--- src/rtl/core/p2h_pkg.sv ---
// Shared constants and types for the pixel to hex cell block.
`default_nettype none
package p2h_pkg;
    localparam int PIXEL_BITS    = 16;
    localparam int HALF_BITS     = 10;
    localparam int QUARTER_BITS  = 9;
    localparam int DIV_BITS      = 11;
    localparam int CFG_IDX_BITS  = 1;
    localparam int CFG_DATA_BITS = 10;
    localparam int COL_BITS      = 16;
    localparam int ROW_BITS      = 15;
    localparam int CUBE_BITS     = 17;
    localparam int DIFF_BITS     = 13;
    localparam int SQ_BITS       = 2 * DIFF_BITS;
    localparam int SUM_BITS      = SQ_BITS + 1;
    localparam int NUM_CAND      = 3;

    localparam logic [HALF_BITS-1:0]    HALF_RESET    = HALF_BITS'(8);
    localparam logic [QUARTER_BITS-1:0] QUARTER_RESET = QUARTER_BITS'(4);

    typedef enum logic [CFG_IDX_BITS-1:0] {
        CFG_HALF_WIDTH     = 1'b0,
        CFG_QUARTER_HEIGHT = 1'b1
    } t_cfg_reg;
endpackage
`default_nettype wire

--- src/rtl/core/p2h_div.sv ---
// Pipelined restoring divider, one quotient bit per stage.
`default_nettype none
module p2h_div
    import p2h_pkg::*;
(
    input  wire logic                  i_clk,
    input  wire logic                  i_adv,
    input  wire logic [PIXEL_BITS-1:0] i_num,
    input  wire logic [DIV_BITS-1:0]   i_den,
    output logic [PIXEL_BITS-1:0]      o_quo,
    output logic [DIV_BITS-1:0]        o_rem
);
    logic [DIV_BITS-1:0]   r_rem [PIXEL_BITS];
    logic [PIXEL_BITS-1:0] r_num [PIXEL_BITS];
    logic [PIXEL_BITS-1:0] r_quo [PIXEL_BITS];
    logic [DIV_BITS-1:0]   n_rem [PIXEL_BITS];
    logic [PIXEL_BITS-1:0] n_num [PIXEL_BITS];
    logic [PIXEL_BITS-1:0] n_quo [PIXEL_BITS];

    always_comb begin
        logic [DIV_BITS-1:0]   rem_in;
        logic [PIXEL_BITS-1:0] num_in;
        logic [PIXEL_BITS-1:0] quo_in;
        logic [DIV_BITS:0]     trial;
        logic                  ge;
        for (int k = 0; k < PIXEL_BITS; k++) begin
            if (k == 0) begin
                rem_in = '0;
                num_in = i_num;
                quo_in = '0;
            end else begin
                rem_in = r_rem[k-1];
                num_in = r_num[k-1];
                quo_in = r_quo[k-1];
            end
            trial    = {rem_in, num_in[PIXEL_BITS-1]};
            ge       = (trial >= {1'b0, i_den});
            n_rem[k] = ge ? DIV_BITS'(trial - {1'b0, i_den}) : DIV_BITS'(trial);
            n_num[k] = {num_in[PIXEL_BITS-2:0], 1'b0};
            n_quo[k] = {quo_in[PIXEL_BITS-2:0], ge};
        end
    end

    always_ff @(posedge i_clk) begin
        if (i_adv) begin
            for (int k = 0; k < PIXEL_BITS; k++) begin
                r_rem[k] <= n_rem[k];
                r_num[k] <= n_num[k];
                r_quo[k] <= n_quo[k];
            end
        end
    end

    assign o_quo = r_quo[PIXEL_BITS-1];
    assign o_rem = r_rem[PIXEL_BITS-1];
endmodule
`default_nettype wire

--- config.mk ---
export PLATFORM = sky130hd
export DESIGN_NAME = p2h_div
export DESIGN_NICKNAME = d
export VERILOG_FILES = /design/src/rtl/core/p2h_pkg.sv /design/src/rtl/core/p2h_div.sv
export SDC_FILE = /design/constraint.sdc
export NUM_CORES = 1
export LEC_CHECK = 0
export ABC_AREA = 1
export BUFFER_PORTS_ARGS = -buffer_cell sky130_fd_sc_hd__buf_4
export CAP_MARGIN = 0
export CORE_ASPECT_RATIO = 0.7
export CORE_UTILIZATION = 58
export DETAILED_ROUTE_END_ITERATION = 8
export GPL_TIMING_DRIVEN = 0
export HOLD_SLACK_MARGIN = 0.02
export PLACE_DENSITY = 0.82
export SLEW_MARGIN = 20
export SYNTH_ARGS = -nofsm -noshare
export SYNTH_HDL_FRONTEND = slang
export SYNTH_SLANG_ARGS = --single-unit
--- constraint.sdc ---
create_clock -name i_clk -period 1.87 [get_ports i_clk]
set_input_delay 0.187 -clock i_clk [delete_from_list [all_inputs] [get_ports i_clk]]
set_output_delay 0.187 -clock i_clk [all_outputs]
set_load 0.02 [all_outputs]
# After elaboration in Yosys (flattened, before gate mapping)
# Memory sizes are Yosys's and may differ from the RTL's.
# Cells that the tools add are included.
# op_classes
n_addsub	16
mux	18
n_lt_le_gt_ge	16
# ops
cell	n
$ge 12x11->1	15
$mux 11	16
$sub 11x11->11	15
$ge 1x11->1	1
$sub 1x11->11	1
$mux 1	2
# totals
out_inout_bits	27
memories	3
wordCells	53
mem_bits_rw	672
reg_bits	0
in_bits	29
# mem_list
name	depth	word_bits	read_ports	rd_clocked_by_memory_dff	wr	line	source
r_quo	16	16	16	0	16	p2h_div.sv:15	logic [PIXEL_BITS-1:0] r_quo [PIXEL_BITS];
r_num	16	15	15	0	16	p2h_div.sv:14	logic [PIXEL_BITS-1:0] r_num [PIXEL_BITS];
r_rem	16	11	16	0	16	p2h_div.sv:13	logic [DIV_BITS-1:0] r_rem [PIXEL_BITS];

# Longest topological paths before layout
# An unclocked memory read counts as a cell.
# logic_depth
ltp_word	3
depth_mapped	11
mapped_depth_nobuf	11

# Least setup slack after synthesis
# No wires, ideal clock.
# synth_path
path_kind	flip-flop to flip-flop
startpoint	memory r_num[0][29] in the netlist's numbering
endpoint	memory r_rem[2][2] (netlist: r_rem[0][24]) (data pin)
required_time_ns	1.614
path_slack_ns	-0.014
arrival_ns	1.628
path_buffers	1
synth_period_minus_slack_ns	1.884
path_stages_with_launch	11
setup_ns	0.256
cell_sequence	edfxtp_1 -> inv_1 -> ha_1 -> fa_1 -> inv_1 -> nand3_1 -> nand3_2 -> nand2_2 -> nand4_4 -> buf_8 -> o21ai_1
# synth_lines
element	line
start: declaration	p2h_div.sv:14
end: declaration	p2h_div.sv:13

==> impl_summary.txt <==
----------------------------------------------------
[Status]
  Outcome ... finished with violations
  Violated checks ... negative setup slack

[Setup path]
  Top Family by Delay on Critical Path ... simple AND/OR/NAND/NOR gates
  CP Class ... reg -> reg
  CP Launch Type ... flip-flop
  Critical Path, Cell by Cell ... inv_2 -> ha_4 -> fa_2 -> inv_2 -> nand3_2 -> nand3_4 -> nand2_4 -> nand4_4 -> buf_6 -> buf_8 -> nand3_4 -> nand2_2
  Highest net fanout along the worst path ... 5
  Critical path endpoint category ... flip-flop
  Worst endpoint required time ... between 2000 and 2500 ps
  Critical-path top delay cell ... edfxtp_1
  Worst Path Arrival ... approximately 2300 ps
  Critical path buffer and inverter count ... 4
  R2R Setup Slk ... -160 ps
  Slowest Stage Delay on Critical Path ... about 400 ps

[Synth]
  Cell with the most instances after synthesis ... nand2_1
  Cell type contributing the most total cell area after synthesis ... edfxtp_1
  Leading post-synthesis cells by instance count ... 825 x nand2_1, 432 x edfxtp_1, 395 x inv_1
  Post-synth net total ... between 3000 and 4000
  Number of distinct library cell variants in the gate-level netlist after synthesis ... 34
  Seq/Total Area, Yosys ... about half
  Share of flip-flops with an asynchronous set or reset ... 0%
  Synthesized area per cell ... between 9 and 10 um^2
  Area contributors post-synth ... edfxtp_1 48%, nand2_1 12%, ha_1 7.8%
  Post-synth EDFFs ... ~430
  Flip-flop and latch count after synthesis ... around 430
  Post-synth top flop ... edfxtp_1
  Proportion of netlist area held by the largest area contributor ... 48.5%
  Mapped cell area ... approximately 27000 um^2
  Gate Count Post-Synth ... 2813
  Synthesis warning total ... 0

[Floorplanning]
  Floorplan die area ... 47000 um^2
  Starting Density ... between 50% and 60%
  Number of top-level pins ... 56
  CORE AREA ... 45300 um^2
  FP Rows ... 65
  Height of the die ... 182 um
  Chip width ... approximately 260 um

[Timing]
  Worst-case setup margin in the final layout ... -162 ps
  Worst Tran Pin Value ... about 740 ps
  Setup repair after global routing missed its margin ... true
  Slew Limit Fails ... 0
  Largest clock skew in the final design ... 13.8 ps
  Worst slew margin ... between 50% and 60%
  Final setup viols ... roughly 130
  Worst hold margin ... approximately 67 ps
  Highest achievable clock rate ... just under 0.5 GHz
  Minimum clock period ... about 2000 ps
  Final hold vios ... 0
  Post-route clock period utilization ... 109%

[Cells and area]
  Area growth from synthesis to layout ... 32.0%
  Final design utilization ... between 70% and 80%
  Filler cell count in the final layout ... about 2600
  Antenna diodes ... 0
  NumNets Final ... between 3000 and 4000
  Footprint of the flip-flops and latches ... ~13000 um^2
  Share of final-layout standard cells stronger than drive strength 1 ... a little under two fifths
  Area of the multi-input gates ... ~15000 um^2

[Place]
  HPWL after detailed placement ... about 42000 um
  Count of buffers from port buffering ... 55
  Final weighted congestion of routability-driven global placement ... approximately 0.9

[Power]
  Leakage power ... roughly 0.015 uW
  Worst IR Drop VDD ... ~800 uV
  Power Total ... 55300 uW
  Pwr Density ... 1570 nW/um^2

[Detailed routing]
  Count of antenna-violating nets left after detailed routing ... 0
  Final WL ... roughly 75000 um
  Vias post-DR ... 22300
  DRC errors left ... 0
  Drt first-iter violations ... around 2400
  Average wire length per cell after detail routing ... 19.7 um
  Number of optimization iterations in the first detailed-route pass ... 6
  Via density ... ~5.9

[Hold path]
  Type of the most critical hold path ... in -> reg

[GRT]
  Antenna violations before repair ... 1
  Vias in the first global route ... around 21000
  Total global routing track utilization ... 28.8%
  Total congestion overflow after global routing ... 0
  Largest net degree at the start of global routing ... approximately 110
  Global-route wire length before repair ... between 100000 and 150000 um

[Clocking]
  H-tree levels ... 2
  Maximum buffer depth of the clock tree ... 3
  Num Clock Sinks ... 432
  Clock transition at path regs ... roughly 60 ps
  CTS Buf Count ... 42
  CTS tree ... yes
  Clock tree root driver cell ... clkbuf_16
  Worst skew pair latency ... roughly 560 ps

[Job]
  Max-cap viol count ... 0

----------------------------------------------------
worst reg2reg max path, delay by kind of cell, from the launching register on:
kind | cells | cell delay (ps)
buffers and inverters | 4 | 470
adder cells (fa/ha/maj) | 2 | 360
flip-flops | 1 | 390
AND/OR/NAND/NOR | 6 | 570
sequential cells by signal, summed over array words and instances (netlist names):
name,flops
r_rem,176
r_num,120
r_quo,136
metal layers:
| layer | GRT usage (%) | up-vias | share of wire, % |
|---|---|---|---|
| met3 | 5.22 | 255 | 9.1 |
| met5 | 0 | - | 0.017 |
| met1 | 41.2 | 10600 | 42 |
| met4 | 7.79 | 2 | 3.4 |
| li1 | - | 10200 | - |
| met2 | 45.3 | 1239 | 46 |
stage by stage:
step / std cells / TNS [ps] / cell area, um^2 / setup slack, ps
4_1_cts: 3712 / -2880 / 33500 / -84.3
2_1_floorplan: 2813 / 0 / 26800 / 6.02
5_1_grt: 3799 / -15980 / 35300 / -210
3_5_place_dp: 3475 / -187430 / 28100 / -1130
6_report: 3799 / -7090 / 35300 / -162
3_3_place_gp: 3471 / -1294770 / 28000 / -2610
report_power, final:
part           switching [uW]  total (uW)  leakage (uW)  internal, uW
sequential               1770       15600       0.00422         13800
clock                    3700        9060      0.000711          5360
combinational           17200       30700        0.0101         13500
path summary, 6_finish.rpt:
check,from,end,cells past startpoint
setup reg to reg,r_num[1][59]$_DFFE_PP_,r_rem[1][53]$_DFFE_PP_,12
hold reg to reg,r_quo[0][34]$_DFFE_PP_,r_quo[0][51]$_DFFE_PP_,0
setup / recovery,r_num[1][59]$_DFFE_PP_,r_rem[1][53]$_DFFE_PP_,12
hold / removal,i_num[15],r_rem[0][0]$_DFFE_PP_,3
final cells by class:
| type | instances | area share [%] |
|---|---|---|
| Buffer | 29 | 1.01 |
| Clock inverter | 26 | 0.871 |
| Timing Repair Buffer | 316 | 8.60 |
| Clock buffer | 52 | 3.26 |
| Sequential cell | 432 | 36.7 |
| Inverter | 424 | 4.60 |
| Tap cell | 603 | 2.14 |
| Multi-Input combinational cell | 1917 | 42.8 |
what timing repair did:
action / in CTS / in global routing
setup buffers: 132 / 101
endpoints found under the hold margin: 15 / 0
resized for setup: 423 / 310
cloned: 16 / 0
pin swaps: 64 / 116
hold buffers: 15 / 0
endpoints found under the setup margin: 180 / 173
cells by family (layout without fill, tap and decap cells):
| logic type | count (synthesis) | in the layout | synth area share (%) |
|---|---|---|---|
| XOR/XNOR | 45 | 45 | 1.47 |
| AND/OR/NAND/NOR | 1553 | 1554 | 30.7 |
| adder cells (fa/ha/maj) | 182 | 182 | 8.93 |
| flip-flops | 432 | 432 | 48.5 |
| buffers and inverters | 465 | 847 | 7.46 |
| AO/OA/AOI/OAI | 136 | 136 | 3.01 |
cell usage in the layout, fill, tap and decap left out, types with 8 or more instances in the layout:
cell and instances:
and2_1 13, ha_4 146, xor2_1 27, buf_8 12
xnor2_1 15, a21oi_2 14, o21ai_2 56, nand2_1 654
clkbuf_16 56, edfxtp_1 432, nand2_2 203, nand4_4 15
o21ai_1 13, a21oi_1 43, nand3_1 86, nand2_4 48
dlygate4sd3_1 15, clkinv_1 8, nand4_1 137, nor2_1 113
nand3_2 77, inv_2 59, nor2_2 26, clkinvlp_4 8
buf_6 40, buf_12 19, inv_1 354, nor2_4 36
nand3b_1 60, fa_2 15, buf_4 239, ha_1 18
or2_1 14, nand3_4 64
Note: power is estimated with default switching activity, not from simulation.
